File: config.mk
export PLATFORM = sky130hd
export DESIGN_NAME = sorted_priority_queue_top
export DESIGN_NICKNAME = d
export VERILOG_FILES = /design/src/sv/spq_pkg.sv /design/src/sv/sorted_priority_queue_top.sv /design/src/sv/spq_cell.sv
export SDC_FILE = /design/constraint.sdc
export NUM_CORES = 1
export LEC_CHECK = 0
export BUFFER_PORTS_ARGS = -buffer_cell sky130_fd_sc_hd__buf_2
export CELL_PAD_IN_SITES_DETAIL_PLACEMENT = 1
export CELL_PAD_IN_SITES_GLOBAL_PLACEMENT = 2
export CORE_ASPECT_RATIO = 1.4
export CORE_MARGIN = 2
export CORE_UTILIZATION = 38
export DETAILED_ROUTE_END_ITERATION = 7
export PLACE_DENSITY_LB_ADDON = 0.1
export SYNTH_ARGS = -nofsm -noshare
export SYNTH_HDL_FRONTEND = slang
export SYNTH_SLANG_ARGS = --single-unit
File: constraint.sdc
create_clock -name clock -period 6 [get_ports clock]
set_input_delay 1.2 -clock clock [delete_from_list [all_inputs] [get_ports clock]]
set_output_delay 1.2 -clock clock [all_outputs]
set_load 0.005 [all_outputs]
File: src/sv/spq_pkg.sv
`default_nettype none
// ----------------------------------------------------------------------------
// spq_pkg
// Shared types and constants for the sorted priority queue.
// ----------------------------------------------------------------------------
package spq_pkg;

   localparam int CAPACITY     = 16;
   localparam int PAYLOAD_BITS = 16;

   localparam int KEY_BITS       = 8;
   localparam int PAY_FIELD_BITS = 16;
   localparam int STATUS_BITS    = 2;
   localparam int COUNT_BITS     = 5;

   localparam int REQ_DATA_BITS = 24;
   localparam int RSP_DATA_BITS = 56;

   localparam logic REQ_INSERT = 1'b0;
   localparam logic REQ_REMOVE = 1'b1;

   typedef enum logic [STATUS_BITS-1:0] {
      ST_DONE  = 2'd0,
      ST_EMPTY = 2'd1,
      ST_FULL  = 2'd2
   } status_type;

   typedef struct packed {
      logic insert;
      logic remove;
   } cell_ctrl_type;

endpackage
`default_nettype wire

File: src/sv/sorted_priority_queue_top.sv
`default_nettype none
// ----------------------------------------------------------------------------
// sorted_priority_queue_top
// Bounded max-priority queue kept sorted in a row of cells.
// ----------------------------------------------------------------------------
// Takes one insert or remove transfer per clock while no result is stalled,
// and returns one result per transfer in the next cycle. Entries sit in a
// row of CAPACITY cells with the highest key in cell 0; every cell compares
// its key with the incoming one in parallel and shifts toward or away from
// the head, so the rate is set by that one compare per cell. A result
// register decouples the two sides: a new request is taken while the held
// result is being taken. Equal keys leave newest first. Insert on a full
// queue and remove on an empty one return a status code and change nothing.
// ----------------------------------------------------------------------------
module sorted_priority_queue_top #(
   parameter int CAPACITY     = spq_pkg::CAPACITY,
   parameter int PAYLOAD_BITS = spq_pkg::PAYLOAD_BITS
) (
   input  wire logic                               clock,
   input  wire logic                               reset,
   input  wire logic                               req_tvalid,
   output logic                                    req_tready,
   // [7:0] key, [23:8] payload
   input  wire logic [spq_pkg::REQ_DATA_BITS-1:0]  req_tdata,
   // [0] req_type
   input  wire logic                               req_tuser,
   output logic                                    rsp_tvalid,
   input  wire logic                               rsp_tready,
   // [1:0] status, [17:2] removed_payload, [25:18] removed_key,
   // [26] top_valid, [42:27] top_payload, [50:43] top_key, [55:51] entry_count
   output logic [spq_pkg::RSP_DATA_BITS-1:0]       rsp_tdata
);

   localparam int CW = $clog2(CAPACITY + 1);
   localparam int PV = (PAYLOAD_BITS < spq_pkg::PAY_FIELD_BITS) ?
                       PAYLOAD_BITS : spq_pkg::PAY_FIELD_BITS;

   logic [CW-1:0]                      count_ff, count_in;
   logic                               rsp_valid_ff, rsp_valid_in;
   logic [spq_pkg::RSP_DATA_BITS-1:0]  rsp_data_ff, rsp_data_in;

   logic                               accept;
   logic                               do_insert, do_remove;
   spq_pkg::cell_ctrl_type             ctrl;
   logic [spq_pkg::KEY_BITS-1:0]       new_key;
   logic [PAYLOAD_BITS-1:0]            new_payload;

   logic [spq_pkg::KEY_BITS-1:0]       cell_key     [CAPACITY];
   logic [PAYLOAD_BITS-1:0]            cell_payload [CAPACITY];
   logic                               cell_greater [CAPACITY];
   logic                               cell_valid   [CAPACITY];

   spq_pkg::status_type                status;
   logic [spq_pkg::KEY_BITS-1:0]       rem_key, top_key;
   logic [PAYLOAD_BITS-1:0]            rem_payload, top_payload;
   logic                               top_valid;

   assign req_tready  = !rsp_valid_ff || rsp_tready;
   assign accept      = req_tvalid && req_tready;
   assign new_key     = req_tdata[spq_pkg::KEY_BITS-1:0];
   assign new_payload = PAYLOAD_BITS'(req_tdata[spq_pkg::KEY_BITS +: PV]);

   assign do_insert = accept && (req_tuser == spq_pkg::REQ_INSERT)
                      && (count_ff != CW'(CAPACITY));
   assign do_remove = accept && (req_tuser == spq_pkg::REQ_REMOVE)
                      && (count_ff != '0);
   assign ctrl.insert = do_insert;
   assign ctrl.remove = do_remove;

   for (genvar i = 0; i < CAPACITY; i++) begin : g_cell
      logic                          prev_gt;
      logic [spq_pkg::KEY_BITS-1:0]  prev_k, next_k;
      logic [PAYLOAD_BITS-1:0]       prev_p, next_p;

      assign cell_valid[i] = count_ff > CW'(i);

      if (i == 0) begin : g_head
         assign prev_gt = 1'b1;
         assign prev_k  = new_key;
         assign prev_p  = new_payload;
      end else begin : g_body
         assign prev_gt = cell_greater[i-1];
         assign prev_k  = cell_key[i-1];
         assign prev_p  = cell_payload[i-1];
      end

      if (i == CAPACITY - 1) begin : g_tail
         assign next_k = cell_key[i];
         assign next_p = cell_payload[i];
      end else begin : g_inner
         assign next_k = cell_key[i+1];
         assign next_p = cell_payload[i+1];
      end

      spq_cell #(
         .PAYLOAD_BITS (PAYLOAD_BITS)
      ) u_cell (
         .clock        (clock),
         .ctrl         (ctrl),
         .valid        (cell_valid[i]),
         .new_key      (new_key),
         .new_payload  (new_payload),
         .prev_greater (prev_gt),
         .prev_key     (prev_k),
         .prev_payload (prev_p),
         .next_key     (next_k),
         .next_payload (next_p),
         .greater      (cell_greater[i]),
         .key          (cell_key[i]),
         .payload      (cell_payload[i])
      );
   end

   always_comb begin
      status      = spq_pkg::ST_DONE;
      count_in    = count_ff;
      rem_key     = '0;
      rem_payload = '0;
      if (accept && (req_tuser == spq_pkg::REQ_INSERT) && !do_insert) begin
         status = spq_pkg::ST_FULL;
      end
      if (accept && (req_tuser == spq_pkg::REQ_REMOVE) && !do_remove) begin
         status = spq_pkg::ST_EMPTY;
      end
      if (do_insert) begin
         count_in = count_ff + CW'(1);
      end else if (do_remove) begin
         count_in    = count_ff - CW'(1);
         rem_key     = cell_key[0];
         rem_payload = cell_payload[0];
      end

      top_valid   = count_in != '0;
      top_key     = '0;
      top_payload = '0;
      if (top_valid) begin
         priority if (do_insert && !cell_greater[0]) begin
            top_key     = new_key;
            top_payload = new_payload;
         end else if (do_remove) begin
            top_key     = cell_key[1];
            top_payload = cell_payload[1];
         end else begin
            top_key     = cell_key[0];
            top_payload = cell_payload[0];
         end
      end

      rsp_data_in = {spq_pkg::COUNT_BITS'(count_in),
                     top_key,
                     spq_pkg::PAY_FIELD_BITS'(top_payload[PV-1:0]),
                     top_valid,
                     rem_key,
                     spq_pkg::PAY_FIELD_BITS'(rem_payload[PV-1:0]),
                     status};
      rsp_valid_in = accept || (rsp_valid_ff && !rsp_tready);
   end

   always_ff @(posedge clock) begin
      if (reset) begin
         count_ff     <= '0;
         rsp_valid_ff <= 1'b0;
      end else begin
         count_ff     <= count_in;
         rsp_valid_ff <= rsp_valid_in;
      end
   end

   always_ff @(posedge clock) begin
      if (accept) begin
         rsp_data_ff <= rsp_data_in;
      end
   end

   assign rsp_tvalid = rsp_valid_ff;
   assign rsp_tdata  = rsp_data_ff;

endmodule
`default_nettype wire

File: src/sv/spq_cell.sv
`default_nettype none
// ----------------------------------------------------------------------------
// spq_cell
// One slot of the sorted row: holds an entry, compares it with the incoming
// key and takes its own, the new or a neighbor's entry.
// ----------------------------------------------------------------------------
module spq_cell #(
   parameter int PAYLOAD_BITS = spq_pkg::PAYLOAD_BITS
) (
   input  wire logic                          clock,
   input  wire spq_pkg::cell_ctrl_type        ctrl,
   input  wire logic                          valid,
   input  wire logic [spq_pkg::KEY_BITS-1:0]  new_key,
   input  wire logic [PAYLOAD_BITS-1:0]       new_payload,
   input  wire logic                          prev_greater,
   input  wire logic [spq_pkg::KEY_BITS-1:0]  prev_key,
   input  wire logic [PAYLOAD_BITS-1:0]       prev_payload,
   input  wire logic [spq_pkg::KEY_BITS-1:0]  next_key,
   input  wire logic [PAYLOAD_BITS-1:0]       next_payload,
   output logic                               greater,
   output logic [spq_pkg::KEY_BITS-1:0]       key,
   output logic [PAYLOAD_BITS-1:0]            payload
);

   logic [spq_pkg::KEY_BITS-1:0] key_ff, key_in;
   logic [PAYLOAD_BITS-1:0]      payload_ff, payload_in;

   always_comb begin
      greater    = valid && (key_ff > new_key);
      key_in     = key_ff;
      payload_in = payload_ff;
      if (ctrl.insert) begin
         if (!greater) begin
            if (prev_greater) begin
               key_in     = new_key;
               payload_in = new_payload;
            end else begin
               key_in     = prev_key;
               payload_in = prev_payload;
            end
         end
      end else if (ctrl.remove) begin
         key_in     = next_key;
         payload_in = next_payload;
      end
   end

   always_ff @(posedge clock) begin
      key_ff     <= key_in;
      payload_ff <= payload_in;
   end

   assign key     = key_ff;
   assign payload = payload_ff;

endmodule
`default_nettype wire

==> results.yml <==
hold_path:
  min_path_type: "reg2reg"
critical_path:
  required_ps: 6450
  cp.arrival_ps: 4520
  crit_type: "reg2reg"
  start_kind: "flop"
  endpoint_kind: "flop"
  critPathTopFamily: "simple AND/OR/NAND/NOR gates"
  crit_chain: "inv_1 -> ha_1 -> and4bb_2 -> nor3_2 -> buf_4 -> buf_12 -> nor2_1 -> a21oi_1"
  crit_fanout: 178
  crit_buf_inv: 3
  critPathMaxStageDelay_ps: 850
  cp_slowest_cell: "dfxtp_1"
placement:
  dpl.hpwl_um: 48100
  dp.cells: 3099
  gp_congestion: 0.791
  numPortBuffers: 86
job:
  max_cap_violations: 0
finish:
  drive_gt1_frac: 0.110
  synthToLayoutAreaGrowth_pct: 11.0
  num-nets-final: 2465
  fin_cells: 3185
  mostFrequentLayoutCell: "edfxtp_1"
  mostFrequentLayoutCells: "edfxtp_1 (440), mux2i_1 (307), a21oi_1 (306)"
  diodes: 0
power_and_ir_drop:
  power_leakage_nw: 11.3
  power_w: 0.00944
  powerDensity_nw_per_um2: 340
  ir_drop_mv: 0.202
clock_network:
  clock-sinks: 446
  clock_latency_ps: 600
  cts_hold_buf: 0
  clockRootBuffer: "clkbuf_16"
  clock_path_buffers: 3
  cts.clk_slew.worst_paths_ps: 60
  cts-resized-gates: 0
  htreeDepth: 2
  numCtsBuffers: 48
  cts_tree: "done"
  cts_setup_buffers: 0
logic_synthesis:
  post_synth.cell_area_avg_um2: 10.8
  yosysWarnings: 0
  syn_area_um2: 25000
  synthFlopType: "edfxtp_1"
  ys_ff_latch: 446
  syn_inst: 2306
  ys_types: 59
  yosysSeqAreaShare: 0.533
  synth_edf_count: 440
  async_flop_share: 0
  syn_nets: 2469
global_route:
  grt_start_max_net_pins: 179
  grt_pass1_wl_um: 107000
  antenna_found_initial: 0
  overflow: 0
  grt_pass1_vias: 18200
  grt_usage: 0.202
floorplanning:
  die_h_um: 308
  num_rows: 111
  pin_count: 87
  start_util: 0.383
  dieWidth_um: 221
  dieArea_um2: 67900
  core_area_um2: 65300
timing:
  setup_viol: 0
  fmax_mhz: 246
  finalHoldViolCount: 0
  rsz0062_at_grt: "false"
  fin_skew_ps: 16.7
  worst_pin_slew_ps: 1150
  period_minus_slack_ps: 4070
  timing.slew.headroom: 0.234
  fin_crit_sh: 0.679
  setup_tns_ps: 0
  slew_viol_final: 0
detailed_routing:
  first_iter_violations: 1021
  via_per_inst: 5.42
  vias: 17300
  wl_um: 68300
  drtAntennaViolNets: 0
  drc: 0
  first_pass_iters: 5
  wl_per_cell_um: 21.4
run_status:
  outcome: "finished clean"
==> layer usage <==
metal,track usage,vias to the layer above,routed length [µm]
met1,0.262,8515,30900
met4,0.0462,0,1340
li1,-,8425,-
met2,0.357,241,34100
met5,0,-,0
met3,0.0239,80,1980
==> cell usage after synthesis (all sizes together), types with 6 or more instances <==
library cell,n,share of area
nand3,17,0.0034
o31ai,7,0.0025
and2,23,0.0058
nor2,259,0.039
a31oi,6,0.0018
mux2,24,0.011
buf,55,0.011
clkbuf,135,0.020
dfxtp,6,0.0048
o21ai,170,0.034
mux2i,307,0.12
and3,8,0.0022
nor2b,22,0.0055
nand4,25,0.0063
a211oi,26,0.0080
a21oi,308,0.062
o211ai,9,0.0027
nand2,217,0.033
o221ai,8,0.0028
a21o,19,0.0057
inv,37,0.0056
ha,134,0.067
edfxtp,440,0.53
==> where the power goes <==
group | internal, W | switching (W)
registers | 0.00414 | 0.000340
clock network | 0.00149 | 0.00128
logic | 0.000857 | 0.00133
==> final timing paths <==
| check | depth (start not counted) | start | slack (ps) | end |
|---|---|---|---|---|
| worst max-delay path | 8 | count_ff[0] | 1930 | g_cell[10].u_cell.payload[8] |
| worst min register to register | 2 | rsp_tvalid | 560 | rsp_tvalid |
| worst min-delay path | 2 | rsp_tvalid | 560 | rsp_tvalid |
| worst max register to register | 8 | count_ff[0] | 1930 | g_cell[10].u_cell.payload[8] |
==> registers in the layout, summed over array words and instances, names as in the netlist <==
name                   count
rsp_tdata                 56
g_cell.u_cell.key        128
count_ff                   5
g_cell.u_cell.payload    256
rsp_tvalid                 1
==> area by class of cell <==
| cell class | instances | area (µm²) |
|---|---|---|
| clock buffer | 58 | 1260 |
| clock inverter | 28 | 161 |
| fill | 7103 | 37500 |
| inverter | 37 | 139 |
| multi-input combinational | 1633 | 10900 |
| sequential | 446 | 13300 |
| tap | 847 | 1060 |
| timing repair buffer | 136 | 856 |
==> through the flow <==
step | worst slack (ps) | util | hold slack (ps) | cell area (µm²)
floorplan | 325 | - | 521 | 25000
global placement | 1380 | 0.403 | 511 | 26300
detailed placement | 1380 | 0.403 | 540 | 26300
CTS | 1930 | 0.425 | 562 | 27700
global route | 1670 | 0.425 | 589 | 27700
finish | 1930 | 0.425 | 556 | 27700
==> kinds of logic (layout without fill, tap and decap cells) <==
group / Yosys count / after routing / synth area share
buf+inv: 227 / 259 / 0.0370
fa+ha+maj: 134 / 134 / 0.0671
simple gates: 588 / 588 / 0.100
xor+xnor: 3 / 3 / 0.00105
compound gates: 577 / 577 / 0.128
flops: 446 / 446 / 0.533
mux: 331 / 331 / 0.134
==> worst min-delay path: stages, from the launching register on <==
cell	delay [ps]
dfxtp_1	320
nand2b_1	110
a21oi_1	80
(Power assumes the default switching activity.)
